===== config.mk =====
export PLATFORM = sky130hd
export DESIGN_NAME = c_subset_tokenizer_top
export DESIGN_NICKNAME = d
export VERILOG_FILES = /design/src/design/csubtok_pkg.sv /design/src/design/c_subset_tokenizer_top.sv /design/src/design/csubtok_lex.sv /design/src/design/csubtok_outq.sv
export SDC_FILE = /design/constraint.sdc
export NUM_CORES = 2
export LEC_CHECK = 0
export BUFFER_PORTS_ARGS = -buffer_cell sky130_fd_sc_hd__buf_2
export CAP_MARGIN = 20
export CORE_UTILIZATION = 45
export CTS_CLUSTER_DIAMETER = 150
export DETAILED_ROUTE_END_ITERATION = 16
export SLEW_MARGIN = 20
export SYNTH_ARGS = -nofsm -noshare
export SYNTH_HDL_FRONTEND = slang
export SYNTH_SLANG_ARGS = --single-unit

===== constraint.sdc =====
create_clock -name clk -period 8.5 [get_ports clk]
set_clock_uncertainty 0.15 [all_clocks]
set_input_delay 0.85 -clock clk [delete_from_list [all_inputs] [get_ports clk]]
set_output_delay 0.85 -clock clk [all_outputs]
set_load 0.005 [all_outputs]

===== src/design/csubtok_pkg.sv =====
// Shared types, token and error codes and character-class helpers for the C subset tokenizer.
package csubtok_pkg;

    localparam int unsigned MAX_INPUT_BYTES_DEF = 1048576;
    localparam int unsigned MAX_TOKEN_LEN_DEF   = 256;
    localparam int unsigned MAX_NESTING_DEF     = 15;

    localparam logic [20:0] LINE_MAX = 21'h1FFFFF;

    // token kinds
    localparam logic [6:0] K_EOF     = 7'd0;
    localparam logic [6:0] K_IDENT   = 7'd1;
    localparam logic [6:0] K_INT     = 7'd2;
    localparam logic [6:0] K_FLOAT   = 7'd3;
    localparam logic [6:0] K_CHAR    = 7'd4;
    localparam logic [6:0] K_STR     = 7'd5;
    localparam logic [6:0] K_COLON   = 7'd6;
    localparam logic [6:0] K_LPAREN  = 7'd7;
    localparam logic [6:0] K_RPAREN  = 7'd8;
    localparam logic [6:0] K_LBRACE  = 7'd9;
    localparam logic [6:0] K_RBRACE  = 7'd10;
    localparam logic [6:0] K_LBRACK  = 7'd11;
    localparam logic [6:0] K_RBRACK  = 7'd12;
    localparam logic [6:0] K_COMMA   = 7'd13;
    localparam logic [6:0] K_DOT     = 7'd14;
    localparam logic [6:0] K_SEMI    = 7'd16;
    localparam logic [6:0] K_OROR1   = 7'd18;
    localparam logic [6:0] K_AND1    = 7'd19;
    localparam logic [6:0] K_PLUS    = 7'd22;
    localparam logic [6:0] K_MINUS   = 7'd23;
    localparam logic [6:0] K_STAR    = 7'd24;
    localparam logic [6:0] K_SLASH   = 7'd25;
    localparam logic [6:0] K_MOD     = 7'd26;
    localparam logic [6:0] K_EQEQ    = 7'd27;
    localparam logic [6:0] K_NE      = 7'd28;
    localparam logic [6:0] K_LT      = 7'd29;
    localparam logic [6:0] K_GT      = 7'd30;
    localparam logic [6:0] K_LE      = 7'd31;
    localparam logic [6:0] K_GE      = 7'd32;
    localparam logic [6:0] K_INC     = 7'd33;
    localparam logic [6:0] K_DEC     = 7'd34;
    localparam logic [6:0] K_NOT     = 7'd35;
    localparam logic [6:0] K_LAND    = 7'd36;
    localparam logic [6:0] K_LOR     = 7'd37;
    localparam logic [6:0] K_ASSIGN  = 7'd38;
    localparam logic [6:0] K_ADDEQ   = 7'd39;
    localparam logic [6:0] K_SUBEQ   = 7'd40;
    localparam logic [6:0] K_OREQ    = 7'd41;
    localparam logic [6:0] K_ANDEQ   = 7'd42;
    localparam logic [6:0] K_MULEQ   = 7'd46;
    localparam logic [6:0] K_DIVEQ   = 7'd47;
    localparam logic [6:0] K_MODEQ   = 7'd48;
    localparam logic [6:0] K_ARROW   = 7'd49;
    localparam logic [6:0] K_KW0     = 7'd50;

    // error codes
    localparam logic [3:0] E_NONE       = 4'd0;
    localparam logic [3:0] E_EMPTY_CHAR = 4'd1;
    localparam logic [3:0] E_BAD_CHAR   = 4'd2;
    localparam logic [3:0] E_OPEN_STR   = 4'd3;
    localparam logic [3:0] E_OPEN_CMT   = 4'd4;
    localparam logic [3:0] E_BAD_NUM    = 4'd5;
    localparam logic [3:0] E_UNKNOWN    = 4'd6;
    localparam logic [3:0] E_TOO_LONG   = 4'd7;
    localparam logic [3:0] E_NESTING    = 4'd8;

    localparam int unsigned KW_COUNT = 19;

    // keyword text, first character in the most significant used byte
    localparam logic [63:0] KW_TEXT [KW_COUNT] = '{
        64'("break"), 64'("case"), 64'("const"), 64'("continue"), 64'("default"),
        64'("do"), 64'("else"), 64'("enum"), 64'("for"), 64'("goto"), 64'("if"),
        64'("return"), 64'("sizeof"), 64'("static"), 64'("struct"), 64'("switch"),
        64'("typedef"), 64'("union"), 64'("while")
    };

    typedef enum logic [13:0] {
        M_IDLE     = 14'b00000000000001,
        M_LINE     = 14'b00000000000010,
        M_OP       = 14'b00000000000100,
        M_NUM_INT  = 14'b00000000001000,
        M_NUM_FLT  = 14'b00000000010000,
        M_IDENT    = 14'b00000000100000,
        M_CH0      = 14'b00000001000000,
        M_CH1      = 14'b00000010000000,
        M_CH2      = 14'b00000100000000,
        M_STR      = 14'b00001000000000,
        M_STR_BS   = 14'b00010000000000,
        M_BC       = 14'b00100000000000,
        M_BC_SLASH = 14'b01000000000000,
        M_BC_STAR  = 14'b10000000000000
    } lex_mode_t;

    typedef struct packed {
        logic [7:0] byte_value;
        logic       end_of_input;
    } in_t;

    typedef struct packed {
        logic [6:0]         token_kind;
        logic signed [31:0] int_value;
        logic [19:0]        span_start;
        logic [8:0]         span_length;
        logic [20:0]        token_line;
        logic [3:0]         error_code;
        logic               is_last;
    } out_t;

    typedef struct packed {
        logic       ok;
        logic [6:0] kind;
    } code_t;

    function automatic logic is_dig(input logic [7:0] b);
        return b inside {[8'h30:8'h39]};
    endfunction

    function automatic logic is_alp(input logic [7:0] b);
        return b inside {[8'h61:8'h7A], [8'h41:8'h5A], 8'h5F};
    endfunction

    // bytes that form a token on their own at once
    function automatic code_t punct_code(input logic [7:0] b);
        code_t c;
        c.ok = 1'b1;
        c.kind = K_EOF;
        case (b)
            ":":     c.kind = K_COLON;
            "(":     c.kind = K_LPAREN;
            ")":     c.kind = K_RPAREN;
            "{":     c.kind = K_LBRACE;
            "}":     c.kind = K_RBRACE;
            "[":     c.kind = K_LBRACK;
            "]":     c.kind = K_RBRACK;
            ",":     c.kind = K_COMMA;
            ";":     c.kind = K_SEMI;
            default: c.ok = 1'b0;
        endcase
        return c;
    endfunction

    // operator bytes that are held to look at the next byte: they may start a two-byte operator, a comment or a number
    function automatic code_t single_code(input logic [7:0] b);
        code_t c;
        c.ok = 1'b1;
        c.kind = K_EOF;
        case (b)
            "/":     c.kind = K_SLASH;
            "*":     c.kind = K_STAR;
            "!":     c.kind = K_NOT;
            ">":     c.kind = K_GT;
            "<":     c.kind = K_LT;
            "=":     c.kind = K_ASSIGN;
            "|":     c.kind = K_OROR1;
            "&":     c.kind = K_AND1;
            "%":     c.kind = K_MOD;
            "+":     c.kind = K_PLUS;
            "-":     c.kind = K_MINUS;
            ".":     c.kind = K_DOT;
            default: c.ok = 1'b0;
        endcase
        return c;
    endfunction

    function automatic code_t pair_code(input logic [7:0] a, input logic [7:0] b);
        code_t c;
        c.ok = 1'b1;
        c.kind = K_EOF;
        if (b == "=")
        begin
            case (a)
                "/":     c.kind = K_DIVEQ;
                "*":     c.kind = K_MULEQ;
                "!":     c.kind = K_NE;
                ">":     c.kind = K_GE;
                "<":     c.kind = K_LE;
                "=":     c.kind = K_EQEQ;
                "|":     c.kind = K_OREQ;
                "&":     c.kind = K_ANDEQ;
                "%":     c.kind = K_MODEQ;
                "+":     c.kind = K_ADDEQ;
                "-":     c.kind = K_SUBEQ;
                default: c.ok = 1'b0;
            endcase
        end
        else if (a == "|" && b == "|")
            c.kind = K_LOR;
        else if (a == "&" && b == "&")
            c.kind = K_LAND;
        else if (a == "+" && b == "+")
            c.kind = K_INC;
        else if (a == "-" && b == "-")
            c.kind = K_DEC;
        else if (a == "-" && b == ">")
            c.kind = K_ARROW;
        else
            c.ok = 1'b0;
        return c;
    endfunction

    // identifiers of up to eight bytes are matched whole against the keyword list
    function automatic logic [6:0] kw_lookup(input logic [63:0] text, input logic fits);
        logic [6:0] k;
        k = K_IDENT;
        for (int i = 0; i < KW_COUNT; i++)
        begin
            if (fits && text == KW_TEXT[i])
                k = K_KW0 + 7'(i);
        end
        return k;
    endfunction

endpackage


===== src/design/c_subset_tokenizer_top.sv =====
// Top level of the streaming C subset tokenizer.
// One source byte (or the end marker) is taken per cycle while in_ready is high and lexed in
// the same cycle; the tokens it completes, at most two, enter a four-entry result queue and
// appear on the output from the next cycle. An item that gives no token or one token sustains
// one item per cycle while out_ready is high; the single-read port of the result queue limits
// output to one token per cycle, so in_ready drops while more than two tokens wait. After the
// first error result no further tokens come out until reset.
module c_subset_tokenizer_top #(
    parameter int unsigned MAX_INPUT_BYTES = csubtok_pkg::MAX_INPUT_BYTES_DEF,
    parameter int unsigned MAX_TOKEN_LEN   = csubtok_pkg::MAX_TOKEN_LEN_DEF,
    parameter int unsigned MAX_NESTING     = csubtok_pkg::MAX_NESTING_DEF
) (
    input  logic              clk,
    input  logic              rst_n,
    input  logic              in_valid,
    output logic              in_ready,
    input  csubtok_pkg::in_t  in_data,
    output logic              out_valid,
    input  logic              out_ready,
    output csubtok_pkg::out_t out_data
);

    logic              wr0, wr1;
    csubtok_pkg::out_t res0, res1;

    csubtok_lex #(
        .MAX_INPUT_BYTES (MAX_INPUT_BYTES),
        .MAX_TOKEN_LEN   (MAX_TOKEN_LEN),
        .MAX_NESTING     (MAX_NESTING)
    ) u_lex (
        .clk   (clk),
        .rst_n (rst_n),
        .take  (in_valid && in_ready),
        .req   (in_data),
        .wr0   (wr0),
        .wr1   (wr1),
        .res0  (res0),
        .res1  (res1)
    );

    csubtok_outq u_outq (
        .clk       (clk),
        .rst_n     (rst_n),
        .wr0       (wr0),
        .wr1       (wr1),
        .res0      (res0),
        .res1      (res1),
        .room      (in_ready),
        .out_valid (out_valid),
        .out_ready (out_ready),
        .out_data  (out_data)
    );

endmodule


===== src/design/csubtok_lex.sv =====
// Lexer state registers and the combinational step that turns a request into up to two tokens.
module csubtok_lex #(
    parameter int unsigned MAX_INPUT_BYTES = csubtok_pkg::MAX_INPUT_BYTES_DEF,
    parameter int unsigned MAX_TOKEN_LEN   = csubtok_pkg::MAX_TOKEN_LEN_DEF,
    parameter int unsigned MAX_NESTING     = csubtok_pkg::MAX_NESTING_DEF
) (
    input  logic              clk,
    input  logic              rst_n,
    input  logic              take,
    input  csubtok_pkg::in_t  req,
    output logic              wr0,
    output logic              wr1,
    output csubtok_pkg::out_t res0,
    output csubtok_pkg::out_t res1
);

    localparam int unsigned OW  = $clog2(MAX_INPUT_BYTES + 1);
    localparam int unsigned TLW = $clog2(MAX_TOKEN_LEN + 1);
    localparam int unsigned DW  = $clog2(MAX_NESTING + 1);

    typedef struct packed {
        csubtok_pkg::lex_mode_t mode;
        logic [7:0]             held;
        logic [OW-1:0]          offset;
        logic [20:0]            line;
        logic [OW-1:0]          tbegin;
        logic [20:0]            bline;
        logic [TLW-1:0]         tlen;
        logic [31:0]            acc;
        logic                   neg;
        logic [63:0]            kwp;
        logic [DW-1:0]          depth;
        logic                   err;
    } lex_state_t;

    typedef struct packed {
        lex_state_t        ns;
        logic              emit;
        logic              again;
        csubtok_pkg::out_t rec;
    } step_t;

    lex_state_t st_reg, st_next;

    function automatic csubtok_pkg::out_t mk_rec(input logic [6:0] kind,
                                                 input logic [31:0] ival,
                                                 input logic [OW-1:0] start,
                                                 input logic [TLW-1:0] len,
                                                 input logic [20:0] line,
                                                 input logic [3:0] err);
        csubtok_pkg::out_t r;
        r.token_kind  = kind;
        r.int_value   = ival;
        r.span_start  = 20'(start);
        r.span_length = 9'(len);
        r.token_line  = line;
        r.error_code  = err;
        r.is_last     = 1'b0;
        return r;
    endfunction

    function automatic step_t do_fail(input lex_state_t s, input logic [3:0] code);
        step_t r;
        r.ns      = s;
        r.ns.err  = 1'b1;
        r.ns.mode = csubtok_pkg::M_IDLE;
        r.emit    = 1'b1;
        r.again   = 1'b0;
        r.rec     = mk_rec(csubtok_pkg::K_EOF, 32'd0, s.offset, '0, s.line, code);
        return r;
    endfunction

    function automatic step_t lex_handle(input lex_state_t s, input logic eof,
                                         input logic [7:0] b);
        step_t                r;
        logic                 dig;
        logic                 alp;
        csubtok_pkg::code_t   pc;
        csubtok_pkg::code_t   sc;
        csubtok_pkg::code_t   hc;
        csubtok_pkg::code_t   pr;
        logic [35:0]          prod;
        logic [31:0]          ival;
        logic [DW-1:0]        dnew;
        r.ns    = s;
        r.emit  = 1'b0;
        r.again = 1'b0;
        r.rec   = '0;
        dig  = !eof && csubtok_pkg::is_dig(b);
        alp  = !eof && csubtok_pkg::is_alp(b);
        pc   = csubtok_pkg::punct_code(b);
        sc   = csubtok_pkg::single_code(b);
        hc   = csubtok_pkg::single_code(s.held);
        pr   = csubtok_pkg::pair_code(s.held, b);
        prod = {4'd0, s.acc} * 36'd10 + 36'(b - 8'h30);
        ival = '0;
        dnew = s.depth - DW'(1);
        case (s.mode)
            csubtok_pkg::M_IDLE:
            begin
                if (eof)
                begin
                    r.emit = 1'b1;
                    r.rec  = mk_rec(csubtok_pkg::K_EOF, 32'd0, s.offset, '0, s.line,
                                    csubtok_pkg::E_NONE);
                end
                else if (b == " " || b == "\n")
                    r.ns.mode = csubtok_pkg::M_IDLE;
                else if (b == "#")
                    r.ns.mode = csubtok_pkg::M_LINE;
                else if (b == "'" || b == "\"")
                begin
                    r.ns.mode   = (b == "'") ? csubtok_pkg::M_CH0 : csubtok_pkg::M_STR;
                    r.ns.tbegin = s.offset + OW'(1);
                    r.ns.bline  = s.line;
                    r.ns.tlen   = '0;
                end
                else if (pc.ok)
                begin
                    r.emit = 1'b1;
                    r.rec  = mk_rec(pc.kind, 32'd0, s.offset, TLW'(1), s.line,
                                    csubtok_pkg::E_NONE);
                end
                else if (sc.ok || dig || alp)
                begin
                    r.ns.tbegin = s.offset;
                    r.ns.bline  = s.line;
                    r.ns.tlen   = TLW'(1);
                    if (sc.ok)
                    begin
                        r.ns.mode = csubtok_pkg::M_OP;
                        r.ns.held = b;
                    end
                    else if (dig)
                    begin
                        r.ns.mode = csubtok_pkg::M_NUM_INT;
                        r.ns.acc  = 32'(b - 8'h30);
                        r.ns.neg  = 1'b0;
                    end
                    else
                    begin
                        r.ns.mode = csubtok_pkg::M_IDENT;
                        r.ns.kwp  = 64'(b);
                    end
                end
                else
                    r = do_fail(s, csubtok_pkg::E_UNKNOWN);
            end
            csubtok_pkg::M_LINE:
            begin
                if (eof)
                begin
                    r.ns.mode = csubtok_pkg::M_IDLE;
                    r.again   = 1'b1;
                end
                else if (b == "\n")
                    r.ns.mode = csubtok_pkg::M_IDLE;
            end
            csubtok_pkg::M_OP:
            begin
                if (!eof && s.held == "/" && b == "/")
                    r.ns.mode = csubtok_pkg::M_LINE;
                else if (!eof && s.held == "/" && b == "*")
                begin
                    r.ns.depth = DW'(1);
                    r.ns.mode  = csubtok_pkg::M_BC;
                end
                else if (dig && (s.held == "." || s.held == "-"))
                begin
                    r.ns.mode = (s.held == ".") ? csubtok_pkg::M_NUM_FLT
                                                : csubtok_pkg::M_NUM_INT;
                    r.ns.tlen = TLW'(2);
                    r.ns.acc  = (s.held == ".") ? 32'd0 : 32'(b - 8'h30);
                    r.ns.neg  = (s.held == "-");
                end
                else
                begin
                    r.ns.mode = csubtok_pkg::M_IDLE;
                    r.emit    = 1'b1;
                    if (!eof && pr.ok)
                        r.rec = mk_rec(pr.kind, 32'd0, s.tbegin, TLW'(2), s.bline,
                                       csubtok_pkg::E_NONE);
                    else
                    begin
                        r.rec   = mk_rec(hc.kind, 32'd0, s.tbegin, TLW'(1), s.bline,
                                         csubtok_pkg::E_NONE);
                        r.again = 1'b1;
                    end
                end
            end
            csubtok_pkg::M_NUM_INT, csubtok_pkg::M_NUM_FLT:
            begin
                if (dig || (!eof && b == "."))
                begin
                    if (b == "." && s.mode == csubtok_pkg::M_NUM_FLT)
                        r = do_fail(s, csubtok_pkg::E_BAD_NUM);
                    else if (s.tlen >= TLW'(MAX_TOKEN_LEN))
                        r = do_fail(s, csubtok_pkg::E_TOO_LONG);
                    else
                    begin
                        r.ns.tlen = s.tlen + TLW'(1);
                        if (b == ".")
                            r.ns.mode = csubtok_pkg::M_NUM_FLT;
                        else
                            r.ns.acc = (prod > 36'h080000000) ? 32'h80000000 : prod[31:0];
                    end
                end
                else
                begin
                    if (s.mode == csubtok_pkg::M_NUM_INT)
                    begin
                        if (s.neg)
                            ival = 32'd0 - s.acc;
                        else
                            ival = (s.acc > 32'h7FFFFFFF) ? 32'h7FFFFFFF : s.acc;
                    end
                    r.emit    = 1'b1;
                    r.again   = 1'b1;
                    r.ns.mode = csubtok_pkg::M_IDLE;
                    r.rec     = mk_rec((s.mode == csubtok_pkg::M_NUM_INT) ?
                                       csubtok_pkg::K_INT : csubtok_pkg::K_FLOAT,
                                       ival, s.tbegin, s.tlen, s.bline,
                                       csubtok_pkg::E_NONE);
                end
            end
            csubtok_pkg::M_IDENT:
            begin
                if (dig || alp)
                begin
                    if (s.tlen >= TLW'(MAX_TOKEN_LEN))
                        r = do_fail(s, csubtok_pkg::E_TOO_LONG);
                    else
                    begin
                        if (s.tlen < TLW'(8))
                            r.ns.kwp = {s.kwp[55:0], b};
                        r.ns.tlen = s.tlen + TLW'(1);
                    end
                end
                else
                begin
                    r.emit    = 1'b1;
                    r.again   = 1'b1;
                    r.ns.mode = csubtok_pkg::M_IDLE;
                    r.rec     = mk_rec(csubtok_pkg::kw_lookup(s.kwp, s.tlen <= TLW'(8)),
                                       32'd0, s.tbegin, s.tlen, s.bline,
                                       csubtok_pkg::E_NONE);
                end
            end
            csubtok_pkg::M_CH0:
            begin
                if (!eof && b == "'")
                    r = do_fail(s, csubtok_pkg::E_EMPTY_CHAR);
                else if (eof)
                    r = do_fail(s, csubtok_pkg::E_BAD_CHAR);
                else
                begin
                    r.ns.held = b;
                    r.ns.mode = csubtok_pkg::M_CH1;
                end
            end
            csubtok_pkg::M_CH1:
            begin
                if (eof)
                    r = do_fail(s, csubtok_pkg::E_BAD_CHAR);
                else if (s.held == "\\")
                begin
                    r.ns.held = b;
                    r.ns.mode = csubtok_pkg::M_CH2;
                end
                else if (b == "'")
                begin
                    r.emit    = 1'b1;
                    r.ns.mode = csubtok_pkg::M_IDLE;
                    r.rec     = mk_rec(csubtok_pkg::K_CHAR, 32'd0, s.tbegin, TLW'(1),
                                       s.bline, csubtok_pkg::E_NONE);
                end
                else
                    r = do_fail(s, csubtok_pkg::E_BAD_CHAR);
            end
            csubtok_pkg::M_CH2:
            begin
                // an escaped quote followed by a non-quote is a one-byte char; relex the byte
                if ((!eof && b == "'") || s.held == "'")
                begin
                    r.emit    = 1'b1;
                    r.again   = !(!eof && b == "'");
                    r.ns.mode = csubtok_pkg::M_IDLE;
                    r.rec     = mk_rec(csubtok_pkg::K_CHAR, 32'd0, s.tbegin,
                                       (!eof && b == "'") ? TLW'(2) : TLW'(1),
                                       s.bline, csubtok_pkg::E_NONE);
                end
                else
                    r = do_fail(s, csubtok_pkg::E_BAD_CHAR);
            end
            csubtok_pkg::M_STR, csubtok_pkg::M_STR_BS:
            begin
                if (eof)
                    r = do_fail(s, csubtok_pkg::E_OPEN_STR);
                else if (b == "\"" && s.mode == csubtok_pkg::M_STR)
                begin
                    r.emit    = 1'b1;
                    r.ns.mode = csubtok_pkg::M_IDLE;
                    r.rec     = mk_rec(csubtok_pkg::K_STR, 32'd0, s.tbegin, s.tlen,
                                       s.bline, csubtok_pkg::E_NONE);
                end
                else
                begin
                    if (s.tlen < TLW'(MAX_TOKEN_LEN))
                        r.ns.tlen = s.tlen + TLW'(1);
                    r.ns.mode = (b == "\\") ? csubtok_pkg::M_STR_BS : csubtok_pkg::M_STR;
                end
            end
            csubtok_pkg::M_BC, csubtok_pkg::M_BC_SLASH, csubtok_pkg::M_BC_STAR:
            begin
                if (eof)
                    r = do_fail(s, csubtok_pkg::E_OPEN_CMT);
                else if (s.mode == csubtok_pkg::M_BC_SLASH && b == "*")
                begin
                    if (s.depth >= DW'(MAX_NESTING))
                        r = do_fail(s, csubtok_pkg::E_NESTING);
                    else
                    begin
                        r.ns.depth = s.depth + DW'(1);
                        r.ns.mode  = csubtok_pkg::M_BC;
                    end
                end
                else if (s.mode == csubtok_pkg::M_BC_STAR && b == "/")
                begin
                    if (s.depth == '0)
                        dnew = '0;
                    r.ns.depth = dnew;
                    r.ns.mode  = (dnew != '0) ? csubtok_pkg::M_BC : csubtok_pkg::M_IDLE;
                end
                else
                    r.ns.mode = (b == "/") ? csubtok_pkg::M_BC_SLASH :
                                (b == "*") ? csubtok_pkg::M_BC_STAR : csubtok_pkg::M_BC;
            end
            default:
                r.ns.mode = csubtok_pkg::M_IDLE;
        endcase
        return r;
    endfunction

    step_t p1, p2;
    logic  run2;

    always_comb
    begin
        p1      = lex_handle(st_reg, req.end_of_input, req.byte_value);
        run2    = p1.again && !p1.ns.err;
        p2      = lex_handle(p1.ns, req.end_of_input, req.byte_value);
        st_next = st_reg;
        wr0     = 1'b0;
        wr1     = 1'b0;
        res0    = p1.rec;
        res1    = p2.rec;
        if (take && !st_reg.err)
        begin
            if (!req.end_of_input && st_reg.offset >= OW'(MAX_INPUT_BYTES))
            begin
                p1      = do_fail(st_reg, csubtok_pkg::E_TOO_LONG);
                run2    = 1'b0;
                st_next = p1.ns;
                res0    = p1.rec;
            end
            else
            begin
                st_next = run2 ? p2.ns : p1.ns;
                if (p1.emit)
                begin
                    wr1 = run2 && p2.emit;
                end
                else
                    res0 = p2.rec;
                if (!req.end_of_input)
                begin
                    if (req.byte_value == "\n" && st_next.line < csubtok_pkg::LINE_MAX)
                        st_next.line = st_next.line + 21'd1;
                    st_next.offset = st_next.offset + OW'(1);
                end
            end
            wr0 = p1.emit || (run2 && p2.emit);
        end
        res0.is_last = !wr1;
        res1.is_last = 1'b1;
    end

    always_ff @(posedge clk or negedge rst_n)
    begin
        if (!rst_n)
        begin
            st_reg <= '{mode: csubtok_pkg::M_IDLE, held: '0, offset: '0, line: 21'd1,
                        tbegin: '0, bline: 21'd1, tlen: '0, acc: '0, neg: 1'b0,
                        kwp: '0, depth: '0, err: 1'b0};
        end
        else
        begin
            st_reg <= st_next;
        end
    end

endmodule


===== src/design/csubtok_outq.sv =====
// Four-entry result queue taking up to two tokens a cycle and handing out one while out_ready is high.
module csubtok_outq (
    input  logic              clk,
    input  logic              rst_n,
    input  logic              wr0,
    input  logic              wr1,
    input  csubtok_pkg::out_t res0,
    input  csubtok_pkg::out_t res1,
    output logic              room,
    output logic              out_valid,
    input  logic              out_ready,
    output csubtok_pkg::out_t out_data
);

    csubtok_pkg::out_t mem_reg [4];
    logic [1:0] wp_reg, wp_next, rp_reg, rp_next;
    logic [2:0] cnt_reg, cnt_next;
    logic       rd;

    assign room      = (cnt_reg <= 3'd2);
    assign out_valid = (cnt_reg != 3'd0);
    assign out_data  = mem_reg[rp_reg];
    assign rd        = out_valid && out_ready;

    always_comb
    begin
        wp_next  = wp_reg + 2'(wr0) + 2'(wr1);
        rp_next  = rp_reg + 2'(rd);
        cnt_next = cnt_reg + 3'(wr0) + 3'(wr1) - 3'(rd);
    end

    always_ff @(posedge clk)
    begin
        if (wr0)
            mem_reg[wp_reg] <= res0;
        if (wr1)
            mem_reg[wp_reg + 2'd1] <= res1;
    end

    always_ff @(posedge clk or negedge rst_n)
    begin
        if (!rst_n)
        begin
            wp_reg  <= '0;
            rp_reg  <= '0;
            cnt_reg <= '0;
        end
        else
        begin
            wp_reg  <= wp_next;
            rp_reg  <= rp_next;
            cnt_reg <= cnt_next;
        end
    end

endmodule


Word level (Yosys, flattened, before mapping)
Memories as Yosys holds them, arrays and structs flattened.
Cells that the tools add are included.
{ "word_totals": {"regBits": 224, "ramBits": 376, "in_bits": 13, "output_inout_bits": 96, "mem_count": 1} }
{ "memory_table": {"columns": ["memory", "words", "word_bits", "rd", "rd_ports_with_merged_regs", "write_ports", "line", "text"], "rows": [
  ["u_outq.mem_reg", 4, 94, 1, 0, 2, "csubtok_outq.sv:15", "csubtok_pkg::out_t mem_reg [4];"]
]} }
{ "classes": {"addsub": 23, "mul": 2, "magnitude_cmp": 23, "eq_ne": 122, "n_mux": 318, "bitwise": 1, "reduce_logical": 114} }
{ "op_table": {"columns": ["operator", "count"], "rows": [
  ["one-hot mux 94 bit (9 select lines)", 2],
  ["two-way mux 97 bit", 16],
  ["two-way mux 217 bit", 6],
  ["one-hot mux 92 bit (7 select lines)", 2],
  ["two-way mux 313 bit", 4],
  ["two-way mux 101 bit", 12],
  ["two-way mux 299 bit", 4],
  ["two-way mux 96 bit", 12],
  ["one-hot mux 64 bit (8 select lines)", 2],
  ["two-way mux 94 bit", 9],
  ["two-way mux 203 bit", 4],
  ["one-hot mux 42 bit (9 select lines)", 2],
  ["equality test 64 x 47 -> 1 bit (second input constant)", 10],
  ["two-way mux 90 bit", 7],
  ["two-way mux 308 bit", 2],
  ["two-way mux 307 bit", 2],
  ["equality test 64 x 31 -> 1 bit (second input constant)", 8],
  ["equality test 64 x 39 -> 1 bit (second input constant)", 8],
  ["two-way mux 14 bit", 36],
  ["two-way mux 198 bit", 2],
  ["two-way mux 32 bit", 12],
  ["two-way mux 64 bit", 6],
  ["equality test 8 x 6 -> 1 bit (second input constant)", 44],
  ["two-way mux 148 bit", 2],
  ["87 further kinds", 389]
]} }

Logic depth before layout (Yosys ltp)
{ "depth": {"ltp_word": 47, "ltp_mapped": 33, "depth_no_buf": 32} }

By module
A second synthesis with hierarchy kept.
{ "hier_totals": {"cells_unflattened": 4179, "hier_area_um2": 42234.3} }
{ "modules_own_cells": {"columns": ["mod", "instances", "cells_each", "area_per_inst_um2", "seq_area_each_um2"], "rows": [
  ["csubtok_lex", 1, 3232, 23801.6, 5408.9],
  ["csubtok_outq", 1, 946, 18426.4, 11466.0],
  ["c_subset_tokenizer_top", 1, 1, 6.3, 0.0]
]} }

Worst setup path before layout
OpenSTA, ideal clock, no wires.
{ "synth_path": {"path_type": "input -> register", "startpoint": "input port in_data[5] in the netlist's numbering", "endpoint": "memory u_outq.mem_reg[0][10] in the netlist's numbering, enable pin", "t_arrival_ps": 7002, "t_required_ps": 7896, "slack_ps": 894, "cell_stages": 18, "n_path_buf": 3, "cell_sequence": "clkbuf_1 inv_1 ha_1 or3b_1 or4_4 a21oi_4 nor3_4 a32oi_4 mux2i_1 and4b_1 nand3_1 a22oi_1 and4_1 a2111oi_0 buf_2 nand3_1 clkbuf_1 nand2_1"} }
{ "synth_lines": {"columns": ["element", "line", "text"], "rows": [
  ["start: declaration", "c_subset_tokenizer_top.sv:17", "input csubtok_pkg::in_t in_data,"],
  ["end: declaration", "csubtok_outq.sv:15", null]
]} }

Final worst setup path
{ "layout_path": {"startpoint": "register u_lex.st_reg[71] in the netlist's numbering", "endpoint": "register u_lex.st_reg[75] in the netlist's numbering"} }
{ "layout_between": {"elab_chain_cells": 19, "word_cells_on_any_way": 49, "cone_classes": "add/sub: 2; mul: 2; order compare: 2; mux: 43"} }
{ "layout_lines": {"columns": ["element", "line", "text"], "rows": [
  ["start: declaration", "csubtok_lex.sv:43", "lex_state_t st_reg, st_next;"],
  ["start signal: assignment", "csubtok_lex.sv:392", "st_reg <= '{mode: csubtok_pkg::M_IDLE, held: '0, offset: '0, line: 21'd1,"],
  ["start signal: assignment", "csubtok_lex.sv:398", "st_reg <= st_next;"],
  ["multiplier 32 x 3 -> 35 bit or two-way mux 33 bit (tied branches)", "csubtok_lex.sv:95, csubtok_lex.sv:134", null],
  ["adder 36 bit or two-way mux 97 bit (tied branches)", "csubtok_lex.sv:95, csubtok_lex.sv:129", null],
  ["> comparator 36 x 32 -> 1 bit or two-way mux 148 bit (tied branches)", "csubtok_lex.sv:205, csubtok_lex.sv:124", null],
  ["two-way mux 32 bit or two-way mux 217 bit (tied branches)", "csubtok_lex.sv:205, csubtok_lex.sv:118", null],
  ["two-way mux 32 bit or two-way mux 198 bit (tied branches)", "csubtok_lex.sv:202, csubtok_lex.sv:111", null],
  ["two-way mux 41 bit or two-way mux 299 bit (tied branches)", "csubtok_lex.sv:197, csubtok_lex.sv:109", null],
  ["two-way mux 313 bit or two-way mux 299 bit (tied branches)", "csubtok_lex.sv:195, csubtok_lex.sv:107", null],
  ["two-way mux 203 bit or two-way mux 217 bit (tied branches)", "csubtok_lex.sv:193, csubtok_lex.sv:101", null],
  ["[3 not listed]", null, null],
  ["> comparator 36 x 32 -> 1 bit or two-way mux 148 bit (tied branches)", "csubtok_lex.sv:205, csubtok_lex.sv:124", null],
  ["two-way mux 32 bit or two-way mux 217 bit (tied branches)", "csubtok_lex.sv:205, csubtok_lex.sv:118", null],
  ["two-way mux 32 bit or two-way mux 198 bit (tied branches)", "csubtok_lex.sv:202, csubtok_lex.sv:111", null],
  ["two-way mux 41 bit or two-way mux 299 bit (tied branches)", "csubtok_lex.sv:197, csubtok_lex.sv:109", null],
  ["two-way mux 313 bit or two-way mux 299 bit (tied branches)", "csubtok_lex.sv:195, csubtok_lex.sv:107", null],
  ["two-way mux 203 bit or two-way mux 217 bit (tied branches)", "csubtok_lex.sv:193, csubtok_lex.sv:101", null],
  ["one-hot mux 42 bit (9 select lines)", "csubtok_lex.sv:98", "case (s.mode)"],
  ["two-way mux 217 bit (*)", "csubtok_lex.sv:368", "st_next = run2 ? p2.ns : p1.ns;"]
]} }
Mark *: on every way between the ends. The rest lies on a longest branch, timed or not.
A chain may end at the register's enable or synchronous reset.

==> flow_metrics.py <==
metrics = {
    "synthesis": {
        "ys_async_sr_fraction": 0.372,
        "ys_types": 116,
        "netlist_instances": 4206,
        "synth-compound-area-share": 0.221,
        "ys_seq_elements": 599,
        "synthXorXnorAreaFrac": 0.0208,
        "synthMuxAreaShare": 0.0591,
        "synth_area_sq_um": 39500,
        "yosys_warnings": 0,
        "synth_enable_flop_cells": 372,
        "syn-num-nets": 4338,
        "synth_adder_area_share": 0.0387,
        "synthSimpleGateAreaFrac": 0.199,
        "synth-main-ff-cell": "edfxtp_1",
        "synth_top_family_by_area": "compound AO/OA/AOI/OAI gates",
        "yosysSeqAreaShare": 0.426,
        "syn_area_per_cell_sq_um": 9.39,
    },
    "clock_tree": {
        "clock_latency_ps": 630,
        "h-tree-depth": 3,
        "clkSinkCount": 599,
        "cts-root-buf": "clkbuf_16",
        "numCtsBuffers": 67,
        "cts_setup_buffers": 0,
        "cts_tree": "built",
        "clockBufferDepth": 3,
        "clk_pin_slew_worst_paths_ps": 60,
    },
    "floorplan": {
        "die_x_um": 298,
        "io_pins": 109,
        "fp.dieArea_sq_um": 88900,
        "row_count": 108,
        "die_y_um": 298,
        "start_util": 0.454,
        "core_area_sq_um": 86900,
    },
    "global_route": {
        "track_usage": 0.308,
        "grt_pass1_wl_mm": 212,
        "grt_max_degree": 133,
        "grt_overflow": 0,
        "grt_pass1_vias": 33400,
        "antenna_found_initial": 5,
    },
    "critical_path": {
        "r2r_slack_ps": 540,
        "end_kind": "register",
        "critPathMaxStageDelay_ps": 470,
        "path_class": "reg -> reg",
        "crit_path_start": "u_lex.st_reg[71]",
        "worst_r2r_path_depth": 32,
        "path_max_fanout": 7,
        "crit_slowest_cell": "fa_1",
        "cp.required_ps": 8900,
        "r2r-end": "u_lex.st_reg[75]",
        "crit_arrival_ps": 8360,
        "endpoint": "u_lex.st_reg[75]",
        "reg2reg_from": "u_lex.st_reg[71]",
        "critPathLaunchType": "register",
    },
    "layout": {
        "multi_input_area_sq_um": 21500,
        "final_cell_mix": "nor2_1, nand2_1, edfxtp_1",
        "largest_reg_flops": 376,
        "diodes": 0,
        "drive_gt1_frac": 0.126,
        "fin_area_sq_um": 43500,
        "fillCellCount": 8137,
        "seqCellArea_sq_um": 16800,
        "areaGrowthSynthToFinish_pct": 10.2,
        "nets": 4332,
        "layout_commonest_cell": "nor2_1",
    },
    "drt": {
        "top_layer": "met5",
        "dr_wl_met2_mm": 62.2,
        "drc": 0,
        "dr_wl_met3_mm": 12.0,
        "drtIter0Drc": 4070,
        "dr.pass1.iters": 6,
        "viasPerCell": 6.57,
        "ant_nets": 0,
        "wire_per_inst_um": 25.8,
        "wirelength_met1_mm": 60.4,
        "num_vias": 35600,
        "drt_wl_total_mm": 140,
    },
    "power_and_ir_drop": {
        "total_power_w": 0.0151,
        "vdd.ir_drop.worst_mv": 0.300,
        "leakage_nw": 16.3,
        "power_density_nw_per_um2": 348,
    },
    "sta": {
        "fmax_mhz": 126,
        "hold_viol": 0,
        "final-max-slew-violation-count": 0,
        "worst_pin_slew_ps": 1210,
        "finalSetupViolCount": 0,
        "setup_tns_ps": 0,
        "min_period_ps": 7960,
        "grt_setup_unrepaired": "no",
        "post-route-period-util": 0.936,
        "slew_headroom": 0.189,
    },
    "placement": {
        "globalplace.congestion": 1.01,
        "dpl-instance-area_sq_um": 41400,
        "hpwlAfterDp_mm": 97.6,
        "portBuffers": 108,
    },
    "job": {
        "cap_violations": 0,
    },
    "hold_path": {
        "hold_path_class": "in -> async",
    },
    "status": {
        "status": "completed",
    },
}
==> through the flow <==
stage | hold slack, ps | setup WS, ps | std cells | utilization
finish | 63.5 | 542 | 5409 | 0.501
detailed placement | 322 | 262 | 5286 | 0.477
global placement | 307 | 341 | 5286 | 0.477
floorplan | 286 | 894 | 4206 | -
CTS | 89.4 | 219 | 5409 | 0.500
global route | 125 | 9.51 | 5409 | 0.501
==> cell families after synthesis <==
kind of cell               Yosys count
AOI/OAI and AO/OA                 1297
xor gates and xnor gates            92
adders and majority gates          119
buffers and inverters              353
DFF                                599
muxes                              114
and+or+nand+nor                   1632
==> synth_stat cells, types with 45 or more instances <==
library cell,number,area share
o21a_1,70,0.013
nand4_1,55,0.0087
dfrtp_1,220,0.14
a31oi_1,48,0.0076
clkbuf_1,235,0.022
ha_1,114,0.036
nand3_1,135,0.017
a21o_1,45,0.0086
o22ai_1,189,0.030
a22oi_1,64,0.012
mux4_2,94,0.054
nand2_1,446,0.042
edfxtp_1,372,0.28
nor2_1,508,0.048
xnor2_1,60,0.013
nor4_1,51,0.0081
o21ai_0,223,0.028
a21oi_1,246,0.031
nor3_1,115,0.015
a22o_1,77,0.017
inv_1,59,0.0056
==> per-layer routing <==
metal | vias to the layer above | GRT usage
li1 | 16100 | -
met1 | 17400 | 0.440
met4 | 6 | 0.111
met5 | - | 0.00487
met2 | 1747 | 0.470
met3 | 306 | 0.0521
==> worst max-delay path, delay by kind of cell (launching register included) <==
kind,cells,cell delay (ps)
compound gates,18,3420
simple gates,9,2470
fa+ha+maj,4,1400
flops,1,380
xor+xnor,1,80
==> where the power goes <==
group	internal, W	leakage, nW	switching [W]
Clock	0.00158	1.03	0.00121
Combinational	0.00329	8.39	0.00534
Sequential	0.00323	6.92	0.000468
==> timing repair <==
| action | CTS | global route |
|---|---|---|
| hold buffers | 0 | 0 |
| endpoints found under the setup margin | 0 | 32 |
| gates resized for setup | 0 | 6 |
==> worst min path at each step <==
stage	startpoint	end	slack [ps]	cells past startpoint
global placement	u_outq.mem_reg[3][0]	u_outq.mem_reg[3][0]	310	1
global route	rst_n	u_lex.st_reg[35]	120	1
detailed placement	u_lex.st_reg[111]	u_lex.st_reg[111]	320	2
floorplan	u_outq.mem_reg[3][0]	u_outq.mem_reg[3][0]	290	1
CTS	rst_n	u_lex.st_reg[31]	90	1
finish	rst_n	u_lex.st_reg[35]	60	1
==> cell type report <==
type | count | share of cell area
multi-input cells | 3254 | 0.493
well taps | 1155 | 0.0332
inverters | 60 | 0.00518
repair buffers | 218 | 0.0336
clock buffers | 91 | 0.0428
clock inverters | 32 | 0.00500
flip-flops and latches | 599 | 0.387
Note: power is estimated with default switching activity, not from simulation.
